==> config.mk <==
export PLATFORM = sky130hd
export DESIGN_NAME = byte_stuffing_frame_encoder
export DESIGN_NICKNAME = d
export VERILOG_FILES = /design/src/rtl/bsfe_pkg.sv /design/src/rtl/bsfe_front.sv /design/src/rtl/bsfe_queue.sv /design/src/rtl/bsfe_back.sv /design/src/rtl/byte_stuffing_frame_encoder.sv
export SDC_FILE = /design/constraint.sdc
export NUM_CORES = 1
export LEC_CHECK = 0
export BUFFER_PORTS_ARGS = -buffer_cell sky130_fd_sc_hd__buf_2
export CAP_MARGIN = 20
export CORE_ASPECT_RATIO = 1.25
export CORE_MARGIN = 2
export CORE_UTILIZATION = 45
export CTS_CLUSTER_SIZE = 28
export DETAILED_ROUTE_END_ITERATION = 10
export PLACE_DENSITY_LB_ADDON = 0.15
export SLEW_MARGIN = 10
export SYNTH_ARGS = -nofsm -noshare
export SYNTH_HDL_FRONTEND = slang
export SYNTH_HIERARCHICAL = 1
export SYNTH_SLANG_ARGS = --single-unit
export TNS_END_PERCENT = 1
==> constraint.sdc <==
create_clock -name clk -period 4.6 [get_ports clk]
set_input_delay 0 -clock clk [delete_from_list [all_inputs] [get_ports clk]]
set_output_delay 0 -clock clk [all_outputs]
set_load 0.05 [all_outputs]
==> src/rtl/bsfe_pkg.sv <==
`default_nettype none
package bsfe_pkg;

	localparam int unsigned ByteW = 8;
	localparam int unsigned ActW = 2;
	localparam int unsigned CfgIdxW = 2;
	localparam int unsigned QueueDepth = 2;
	localparam int unsigned QueuePtrW = $clog2(QueueDepth);
	localparam int unsigned QueueCntW = $clog2(QueueDepth + 1);

	localparam logic [ActW-1:0] ACT_START = 2'd0;
	localparam logic [ActW-1:0] ACT_DATA  = 2'd1;
	localparam logic [ActW-1:0] ACT_END   = 2'd2;

	localparam logic [CfgIdxW-1:0] REG_START_BYTE  = 2'd0;
	localparam logic [CfgIdxW-1:0] REG_END_BYTE    = 2'd1;
	localparam logic [CfgIdxW-1:0] REG_ESCAPE_BYTE = 2'd2;
	localparam logic [CfgIdxW-1:0] REG_SKIP_START  = 2'd3;

	localparam logic [ByteW-1:0] START_BYTE_RST  = 8'd2;
	localparam logic [ByteW-1:0] END_BYTE_RST    = 8'd3;
	localparam logic [ByteW-1:0] ESCAPE_BYTE_RST = 8'd27;

	// one classified item: up to two result bytes
	typedef struct packed {
		logic             two;
		logic             byte_valid;
		logic             error;
		logic [ByteW-1:0] b0;
		logic [ByteW-1:0] b1;
	} entry_t;

	typedef struct packed {
		logic push;
		logic full;
	} push_ctl_t;

	typedef struct packed {
		logic pop;
		logic empty;
	} pop_ctl_t;

endpackage
`default_nettype wire

==> src/rtl/bsfe_front.sv <==
`default_nettype none
module bsfe_front
	import bsfe_pkg::*;
(
	input  wire logic                clk,
	input  wire logic                arst_n,
	input  wire logic                cfg_valid,
	output logic                     cfg_ready,
	input  wire logic [CfgIdxW-1:0]  cfg_index,
	input  wire logic [ByteW-1:0]    cfg_data,
	input  wire logic                in_valid,
	output logic                     in_ready,
	input  wire logic [ActW-1:0]     action,
	input  wire logic [ByteW-1:0]    data_byte,
	input  wire logic                queue_full,
	output push_ctl_t                push_ctl,
	output entry_t                   entry
);

	logic [ByteW-1:0] start_byte_q;
	logic [ByteW-1:0] end_byte_q;
	logic [ByteW-1:0] escape_byte_q;
	logic             skip_start_q;
	logic             in_frame_q;
	logic             accept;
	logic             special;
	logic             in_frame_d;

	assign cfg_ready = 1'b1;
	assign in_ready  = !queue_full;
	assign accept    = in_valid && !queue_full;

	assign push_ctl.push = accept;
	assign push_ctl.full = queue_full;

	assign special = (data_byte == start_byte_q) || (data_byte == end_byte_q) ||
		(data_byte == escape_byte_q);

	always_comb begin
		entry      = '0;
		in_frame_d = in_frame_q;
		case (action)
			ACT_START: begin
				in_frame_d = 1'b1;
				if (in_frame_q) begin
					entry.byte_valid = 1'b1;
					entry.b0         = end_byte_q;
					entry.b1         = start_byte_q;
					entry.two        = !skip_start_q;
				end else if (!skip_start_q) begin
					entry.byte_valid = 1'b1;
					entry.b0         = start_byte_q;
				end
			end
			ACT_DATA: begin
				if (!in_frame_q) begin
					entry.error = 1'b1;
				end else if (special) begin
					entry.byte_valid = 1'b1;
					entry.two        = 1'b1;
					entry.b0         = escape_byte_q;
					entry.b1         = data_byte;
				end else begin
					entry.byte_valid = 1'b1;
					entry.b0         = data_byte;
				end
			end
			ACT_END: begin
				if (!in_frame_q) begin
					entry.error = 1'b1;
				end else begin
					entry.byte_valid = 1'b1;
					entry.b0         = end_byte_q;
					in_frame_d       = 1'b0;
				end
			end
			default: begin
				// unused code: status-only result
				entry = '0;
			end
		endcase
	end

	always_ff @(posedge clk or negedge arst_n) begin
		if (!arst_n) begin
			start_byte_q  <= START_BYTE_RST;
			end_byte_q    <= END_BYTE_RST;
			escape_byte_q <= ESCAPE_BYTE_RST;
			skip_start_q  <= 1'b0;
			in_frame_q    <= 1'b0;
		end else begin
			if (cfg_valid) begin
				case (cfg_index)
					REG_START_BYTE:  start_byte_q  <= cfg_data;
					REG_END_BYTE:    end_byte_q    <= cfg_data;
					REG_ESCAPE_BYTE: escape_byte_q <= cfg_data;
					REG_SKIP_START:  skip_start_q  <= cfg_data[0];
					default:         skip_start_q  <= skip_start_q;
				endcase
			end
			if (accept) begin
				in_frame_q <= in_frame_d;
			end
		end
	end

endmodule
`default_nettype wire

==> src/rtl/bsfe_queue.sv <==
`default_nettype none
module bsfe_queue
	import bsfe_pkg::*;
(
	input  wire logic      clk,
	input  wire logic      arst_n,
	input  wire push_ctl_t push_ctl,
	input  wire entry_t    wr_entry,
	output logic           full,
	input  wire logic      pop,
	output pop_ctl_t       pop_ctl,
	output entry_t         rd_entry
);

	entry_t                mem_q [QueueDepth];
	logic [QueuePtrW-1:0]  wr_ptr_q;
	logic [QueuePtrW-1:0]  rd_ptr_q;
	logic [QueueCntW-1:0]  count_q;
	logic                  do_push;
	logic                  do_pop;

	assign full          = (count_q == QueueCntW'(QueueDepth));
	assign pop_ctl.empty = (count_q == '0);
	assign pop_ctl.pop   = do_pop;
	assign do_push       = push_ctl.push && !full;
	assign do_pop        = pop && !pop_ctl.empty;
	assign rd_entry      = mem_q[rd_ptr_q];

	always_ff @(posedge clk) begin
		if (do_push) begin
			mem_q[wr_ptr_q] <= wr_entry;
		end
	end

	always_ff @(posedge clk or negedge arst_n) begin
		if (!arst_n) begin
			wr_ptr_q <= '0;
			rd_ptr_q <= '0;
			count_q  <= '0;
		end else begin
			if (do_push) begin
				wr_ptr_q <= (wr_ptr_q == QueuePtrW'(QueueDepth - 1)) ? '0 : wr_ptr_q + 1'b1;
			end
			if (do_pop) begin
				rd_ptr_q <= (rd_ptr_q == QueuePtrW'(QueueDepth - 1)) ? '0 : rd_ptr_q + 1'b1;
			end
			case ({do_push, do_pop})
				2'b10:   count_q <= count_q + 1'b1;
				2'b01:   count_q <= count_q - 1'b1;
				default: count_q <= count_q;
			endcase
		end
	end

endmodule
`default_nettype wire

==> src/rtl/bsfe_back.sv <==
`default_nettype none
module bsfe_back
	import bsfe_pkg::*;
(
	input  wire logic             clk,
	input  wire logic             arst_n,
	input  wire entry_t           entry,
	input  wire pop_ctl_t         pop_ctl,
	output logic                  pop,
	output logic                  out_valid,
	input  wire logic             out_ready,
	output logic [ByteW-1:0]      out_byte,
	output logic                  byte_valid,
	output logic                  error,
	output logic                  is_last
);

	logic             out_valid_q;
	logic [ByteW-1:0] out_byte_q;
	logic             byte_valid_q;
	logic             error_q;
	logic             is_last_q;
	logic             second_q;  // first byte of a two-byte entry already sent
	logic             load;

	assign load = (!out_valid_q || out_ready) && !pop_ctl.empty;
	assign pop  = load && (second_q || !entry.two);

	assign out_valid  = out_valid_q;
	assign out_byte   = out_byte_q;
	assign byte_valid = byte_valid_q;
	assign error      = error_q;
	assign is_last    = is_last_q;

	always_ff @(posedge clk) begin
		if (load) begin
			out_byte_q   <= second_q ? entry.b1 : entry.b0;
			byte_valid_q <= entry.byte_valid;
			error_q      <= entry.error;
			is_last_q    <= second_q || !entry.two;
		end
	end

	always_ff @(posedge clk or negedge arst_n) begin
		if (!arst_n) begin
			out_valid_q <= 1'b0;
			second_q    <= 1'b0;
		end else begin
			if (load) begin
				out_valid_q <= 1'b1;
				second_q    <= !second_q && entry.two;
			end else if (out_ready) begin
				out_valid_q <= 1'b0;
			end
		end
	end

endmodule
`default_nettype wire

==> src/rtl/byte_stuffing_frame_encoder.sv <==
// Byte-stuffing frame encoder. Each input item is a frame command in tuser
// (0 start, 1 data, 2 end) with the payload byte in tdata; each result carries one
// link byte in tdata, byte_valid and error in tuser, and tlast on the final result
// of its item. Data bytes equal to the start, end or escape byte go out behind an
// escape byte. The output sends one result per cycle while m_axis_tready is high
// and a result waits; an item yields two results for escaped data or for a start
// that closes an open frame with start bytes not skipped, else one. A two-entry
// queue sits between the classifier and the output register, so input is taken
// every cycle the queue has room, also while the output is stalled. Configuration
// writes are always ready and are meant to happen while idle.
`default_nettype none
module byte_stuffing_frame_encoder
	import bsfe_pkg::*;
(
	input  wire logic                clk,
	input  wire logic                arst_n,
	input  wire logic                cfg_valid,
	output logic                     cfg_ready,
	input  wire logic [CfgIdxW-1:0]  cfg_index,
	input  wire logic [ByteW-1:0]    cfg_data,
	input  wire logic                s_axis_tvalid,
	output logic                     s_axis_tready,
	input  wire logic [ByteW-1:0]    s_axis_tdata,  // [7:0] data_byte
	input  wire logic [ActW-1:0]     s_axis_tuser,  // [1:0] action
	output logic                     m_axis_tvalid,
	input  wire logic                m_axis_tready,
	output logic [ByteW-1:0]         m_axis_tdata,  // [7:0] out_byte
	output logic [1:0]               m_axis_tuser,  // [0] byte_valid, [1] error
	output logic                     m_axis_tlast
);

	push_ctl_t push_ctl;
	pop_ctl_t  pop_ctl;
	entry_t    wr_entry;
	entry_t    rd_entry;
	logic      queue_full;
	logic      pop;

	bsfe_front u_front (
		.clk        (clk),
		.arst_n     (arst_n),
		.cfg_valid  (cfg_valid),
		.cfg_ready  (cfg_ready),
		.cfg_index  (cfg_index),
		.cfg_data   (cfg_data),
		.in_valid   (s_axis_tvalid),
		.in_ready   (s_axis_tready),
		.action     (s_axis_tuser),
		.data_byte  (s_axis_tdata),
		.queue_full (queue_full),
		.push_ctl   (push_ctl),
		.entry      (wr_entry)
	);

	bsfe_queue u_queue (
		.clk      (clk),
		.arst_n   (arst_n),
		.push_ctl (push_ctl),
		.wr_entry (wr_entry),
		.full     (queue_full),
		.pop      (pop),
		.pop_ctl  (pop_ctl),
		.rd_entry (rd_entry)
	);

	bsfe_back u_back (
		.clk        (clk),
		.arst_n     (arst_n),
		.entry      (rd_entry),
		.pop_ctl    (pop_ctl),
		.pop        (pop),
		.out_valid  (m_axis_tvalid),
		.out_ready  (m_axis_tready),
		.out_byte   (m_axis_tdata),
		.byte_valid (m_axis_tuser[0]),
		.error      (m_axis_tuser[1]),
		.is_last    (m_axis_tlast)
	);

endmodule
`default_nettype wire

==> results of run 1 <==
-- stage by stage --
stage               power [mW]  cell area, µm²  hold slack (ns)
floorplan                1.915            3889          -0.2956
global placement         2.071            4106          0.09123
finish                   2.657            4454          0.01964
detailed placement       2.090            4106          0.09344
CTS                      2.690            4454         0.003376
global route             2.810            4454          0.02678
-- worst max path at each step --
| stage | slack (ns) | depth (start not counted) | end | start |
|---|---|---|---|---|
| after global routing | 2.10 | 7 | u_queue/count_q[1]$_DFFE_PN0P_ | u_queue/rd_ptr_q$_DFFE_PN0P_ |
| after global placement | 2.35 | 7 | u_queue/count_q[1]$_DFFE_PN0P_ | u_queue/rd_ptr_q$_DFFE_PN0P_ |
| after CTS | 2.28 | 7 | u_queue/count_q[1]$_DFFE_PN0P_ | u_queue/rd_ptr_q$_DFFE_PN0P_ |
| final | 2.32 | 7 | u_queue/count_q[1]$_DFFE_PN0P_ | u_queue/rd_ptr_q$_DFFE_PN0P_ |
| after floorplan | 2.43 | 6 | u_queue/mem_q[0][0]$_DFFE_PP_ | u_queue/count_q[0]$_DFFE_PN0P_ |
| after detailed placement | 2.28 | 7 | u_queue/count_q[1]$_DFFE_PN0P_ | u_queue/rd_ptr_q$_DFFE_PN0P_ |
-- cell usage in the layout, fill, tap and decap left out, types with 3 or more instances in the layout --
cell type / count
nor4_1: 6
edfxtp_1: 49
dfrtp_1: 25
and2_1: 3
mux2i_1: 8
xnor2_1: 3
nand2_1: 5
a221o_1: 8
xor2_1: 26
dlygate4sd3_1: 12
ha_1: 5
mux2_4: 8
a21oi_1: 4
a32o_1: 8
nor2_1: 10
buf_2: 37
clkbuf_8: 10
mux2_2: 44
inv_1: 7
dfstp_2: 7
-- flip-flops by register name (all words and copies together), names as in the netlist --
| signal | flops |
|---|---|
| u_front/in_frame_q | 1 |
| u_queue/wr_ptr_q | 1 |
| u_back/out_valid | 1 |
| u_back/is_last | 1 |
| u_back/error | 1 |
| u_queue/rd_ptr_q | 1 |
| u_back/out_byte | 8 |
| u_queue/count_q | 2 |
| u_back/second_q | 1 |
| u_front/skip_start_q | 1 |
| u_front/escape_byte_q | 8 |
| u_back/byte_valid | 1 |
| u_queue/mem_q | 38 |
| u_front/start_byte_q | 8 |
| u_front/end_byte_q | 8 |
-- routing by layer --
layer | vias to the layer above | share of wire, %
li1 | 1074 | -
met1 | 1056 | 44
met2 | 45 | 49
met3 | 16 | 3.6
met4 | 0 | 2.8
met5 | - | 0
-- critical path, stage by stage, from the launching register on --
cell and delay (ns):
dfrtp_1 0.88, mux2_2 0.42, nand2_2 0.08, and2_1 0.11, nor2b_2 0.18, ha_1 0.27, nor2_1 0.14, xor2_1 0.14
-- power groups by stage --
stage | Combinational, mW | Sequential, mW | Clock, mW
after floorplan | 0.582 | 1.33 | 0
after global placement | 0.848 | 1.22 | 0
after detailed placement | 0.858 | 1.23 | 0
after CTS | 0.869 | 1.22 | 0.605
after global routing | 0.930 | 1.24 | 0.639
final | 0.858 | 1.21 | 0.587
-- timing repair --
action	in CTS	in global routing
endpoints found under the setup margin	0	0
hold buffers	12	0
hold endpoints to repair	51	0
-- cell type report --
class / count / share of cell area (%)
clock buffer: 10 / 3.090
clock inverter: 6 / 2.022
inverter: 8 / 0.6742
multi-input combinational: 161 / 33.26
sequential: 81 / 51.21
tap: 97 / 2.725
timing repair buffer: 50 / 7.022
==> flow_summary.json, run 1 <==
{
  "outcome": "completed",
  "use_met1_pct": 19.19,
  "use_met3_pct": 4.656,
  "clk_pin_slew_worst_paths_ns": 0.08,
  "start_kind": "flip-flop",
  "comb_power_share_pct": 32.3,
  "sw_frac_of_total_pct": 34.08,
  "critPathArrivalTime_ns": 2.57,
  "worstReg2RegEnd": "u_queue/count_q[1]$_DFFE_PN0P_",
  "regToRegStartpoint": "u_queue/rd_ptr_q$_DFFE_PN0P_",
  "cap_violations": 0,
  "crit_path_max_fanout": 20,
  "io_pins": 39,
  "met2_usage_pct": 25.25,
  "final_layout_size_suffix_gt1_share_pct": 37.66,
  "track_usage_pct": 15.80,
  "fin_nets": 341,
  "fmax_ghz": 0.4378,
  "pre_cts_slack_ns": 2.282,
  "syn-num-nets": 297,
  "utilization_pct": 53.45,
  "routed_via_density": 5.305,
  "drt_wl_total_um": 6709,
  "clockBufferDepth": 2,
  "switching_power_mw": 0.9055,
  "wl_per_cell_um": 16.24,
  "port_buffers": 37,
  "cts.sinks": 81,
  "power_frac_seq_pct": 45.6,
  "die_x_um": 87.15,
  "internal_power_mw": 1.751,
  "cts_tree": "done",
  "irDropWorstVdd_uv": 211.7,
  "die_y_um": 107.9,
  "grt_pass1_vias": 2194,
  "fp.coreArea_mm2": 0.008333,
  "grt_overflow": 0,
  "finClkSkew_ns": 0.007610,
  "min-delay-start": "cfg_index[0]",
  "final_antenna_net_count": 0,
  "dp_cells": 385,
  "drt_iter0_markers": 70,
  "instances_no_fill": 413,
  "setup_viol": 0,
  "gp_congestion": 0.8499,
  "slew-limit-headroom_pct": 39.07,
  "rsz0062_at_grt": "no",
  "clk_latency_ns": 0.36,
  "multi_input_area_mm2": 0.001481,
  "slew_violations": 0,
  "finalCritPeriodShare_pct": 49.65,
  "area_growth_pct": 14.54,
  "dpl.hpwl_um": 4736,
  "cts_post_setup_buffers_inserted": 0,
  "grt_pass1_wl_um": 10880,
  "hold_viol": 0,
  "powerDensity_mw_per_mm2": 596.5,
  "drc": 0,
  "antenna_found_initial": 0,
  "cellLeakagePower_nw": 1.779,
  "min_path_type": "in2reg",
  "post_cts_resized": 0,
  "critPathRequiredTime_ns": 4.88,
  "yosys_warnings": 6,
  "htree_num_levels": 3,
  "start_util_pct": 46.67,
  "reg2reg_slack_ns": 2.32,
  "rows": 37,
  "antennaDiodeCount": 0,
  "fin_ws_ns": 2.316,
  "regArea_mm2": 0.002281,
  "die_area_mm2": 0.009406,
  "syn_inst": 267,
  "fillers": 737,
  "syn_avg_cell_area_um2": 14.56,
  "final.min_clock_period_ns": 2.284,
  "numCtsBuffers": 9,
  "top_usage_layer": "met2",
  "worstMarginPinSlew_ns": 0.9139,
  "hold_end": "u_front/skip_start_q$_DFFE_PN0P_",
  "first_pass_iters": 4,
  "p_clk_share_pct": 22.1,
  "syn-cell-area_mm2": 0.003889,
  "crit_type": "reg2reg",
  "cts_root_buffer": "clkbuf_8",
  "fin_tns_setup_ns": 0,
  "reg2reg_depth": 7,
  "hold_depth": 3,
  "via_count": 2191,
  "end_kind": "flip-flop",
  "grt_start_max_net_pins": 33
}
(Power assumes the default switching activity.)
==> inputs of run 2 (changes only) <==
- clock period: 4.6 -> 1.96 ns (I/O delays scaled with it)
==> run 2 against run 1 <==
The run now ends with negative setup slack left. Critical path depth is 2 lower. Final cell count up 7.3%. First-iteration DRC count decreased by 8.6%. Clock-buffer cell count decreased by 1. Flip-flop and latch count did not move. Total power rose by 140%. Sequential power increased by 120%. Via count increased by 6.8%. Routed wire length rose by 7.8%. Sequential share of layout area decreased by 3.2 points. Critical endpoint is now u_queue/mem_q[1][11]$_DFFE_PP_. Fmax grew 14%. Worst hold slack lost 0.0017 ns. Largest power group unchanged.
==> flow_summary.json, run 2 (same netlist as run 1, synthesis figures left out) <==
{
  "outcome": "finished, violations left",
  "failed_checks": "negative setup slack",
  "grt_start_max_net_pins": 33,
  "largest_reg_flops": 38,
  "regMostFlops": "u_queue/mem_q",
  "start_util_pct": 46.67,
  "mostFrequentLayoutCell": "edfxtp_1",
  "fin_ws_ns": -0.04569,
  "irDropWorstVdd_uv": 505.8,
  "htree_num_levels": 3,
  "fin_nets": 371,
  "grt_pass1_vias": 2333,
  "track_usage_pct": 16.37,
  "dp_cells": 411,
  "clk_latency_ns": 0.35,
  "critPathArrivalTime_ns": 2.10,
  "final_cell_mix": "edfxtp_1, mux2_2, buf_2",
  "max_stage_delay_ns": 0.55,
  "fp.coreArea_mm2": 0.008333,
  "cp_top_family": "simple AND/OR/NAND/NOR gates",
  "area_growth_pct": 22.23,
  "finClkSkew_ns": 0.007500,
  "drt_wl_total_um": 7234,
  "pre_cts_slack_ns": -0.1335,
  "min_path_type": "in2reg",
  "dpl_cell_area_mm2": 0.004329,
  "port_buffers": 37,
  "io_pins": 39,
  "design_area_mm2": 0.004753,
  "first_pass_iters": 4,
  "cts_tree": "done",
  "grt_overflow": 0,
  "drc": 0,
  "slew-limit-headroom_pct": 50.27,
  "final_layout_size_suffix_gt1_share_pct": 47.11,
  "cts_root_buffer": "clkbuf_8",
  "fmax_ghz": 0.4986,
  "slowest_stage": "dfstp_2",
  "antennaDiodeCount": 0,
  "hold_viol": 0,
  "routed_via_density": 5.284,
  "powerDensity_mw_per_mm2": 1365,
  "cp.buffers_inverters": 0,
  "worstMarginPinSlew_ns": 0.7459,
  "critPathRequiredTime_ns": 2.05,
  "dpl.hpwl_um": 5249,
  "cellLeakagePower_nw": 1.954,
  "die_x_um": 87.15,
  "instances_no_fill": 443,
  "rsz0062_at_grt": "yes",
  "wl_per_cell_um": 16.33,
  "rows": 37,
  "clk_pin_slew_worst_paths_ns": 0.09,
  "power_mw": 6.487,
  "antenna_found_initial": 0,
  "cts.sinks": 81,
  "start_kind": "flip-flop",
  "slew_violations": 0,
  "gp_congestion": 0.8132,
  "final_antenna_net_count": 0,
  "die_y_um": 107.9,
  "die_area_mm2": 0.009406,
  "crit_type": "reg2reg",
  "drt_iter0_markers": 64,
  "via_count": 2341,
  "grt_pass1_wl_um": 11530,
  "cap_violations": 0,
  "final.min_clock_period_ns": 2.006,
  "numCtsBuffers": 9,
  "end_kind": "flip-flop",
  "cp_cell_sequence": "xor2_1 -> nor4_2 -> nand2_1 -> and4b_2 -> a221o_1",
  "finalCritPeriodShare_pct": 102.3,
  "clockBufferDepth": 2,
  "crit_path_max_fanout": 8,
  "setup_viol": 4
}
==> run 2: metal layers <==
layer  track usage, %  share of wire, %  vias up
met3            3.664               2.7       13
li1                 -                 -     1136
met4            5.714               2.0        0
met1            19.77                43     1148
met5                0                 0        -
met2            28.63                52       44
==> run 2: layout make-up <==
type | count | area [µm²]
Timing Repair Buffer | 80 | 565.5
Tap cell | 97 | 121.4
Clock buffer | 9 | 123.9
Clock inverter | 7 | 101.3
Fill cell | 705 | 3580
Multi-Input combinational cell | 161 | 1530
Sequential cell | 81 | 2281
Inverter | 8 | 30.03
==> run 2: path summary, 6_finish.rpt <==
| kind | start | to | slack (ns) | depth (start not counted) |
|---|---|---|---|---|
| hold reg to reg | u_queue/count_q[1]$_DFFE_PN0P_ | u_queue/count_q[1]$_DFFE_PN0P_ | 0.51 | 1 |
| setup reg to reg | u_front/escape_byte_q[0]$_DFFE_PN1P_ | u_queue/mem_q[1][11]$_DFFE_PP_ | -0.05 | 5 |
| hold / removal | cfg_index[1] | u_front/skip_start_q$_DFFE_PN0P_ | 0.02 | 3 |
| min in group asynchronous | arst_n | u_queue/count_q[0]$_DFFE_PN0P_ | 0.24 | 2 |
| setup / recovery | u_front/escape_byte_q[0]$_DFFE_PN1P_ | u_queue/mem_q[1][11]$_DFFE_PP_ | -0.05 | 5 |
| max in group asynchronous | arst_n | u_front/end_byte_q[6]$_DFFE_PN0P_ | 1.23 | 2 |
==> run 2: stage by stage <==
step / hold slack [ns] / TNS, ns / utilization [%]
after global placement: 0.1055 / -1.551 / 51.95
after CTS: 0.01287 / -0.004235 / 56.64
after global routing: 0.01701 / -1.062 / 57.04
final: 0.01792 / -0.09063 / 57.04
after detailed placement: 0.1165 / -2.005 / 51.95
after floorplan: -0.2956 / 0 / -
==> run 2: worst reg2reg max path, delay by kind of cell (launching register included) <==
family / cells / cell delay, ns
AND/OR/NAND/NOR: 3 / 0.74
flip-flops: 1 / 0.55
AO/OA/AOI/OAI: 1 / 0.39
XOR/XNOR: 1 / 0.07
==> run 2: power by group <==
part	internal, mW	total (mW)	switching (mW)
clock	0.728	1.36	0.634
sequential	2.46	2.65	0.191
combinational	1.08	2.47	1.39
==> run 2: repair_timing <==
item,4_1_cts,5_1_grt
endpoints found under the setup margin,16,34
hold buffers,10,0
setup buffers,5,1
endpoints found under the hold margin,51,0
resized for setup,5,8
pin swaps,14,5
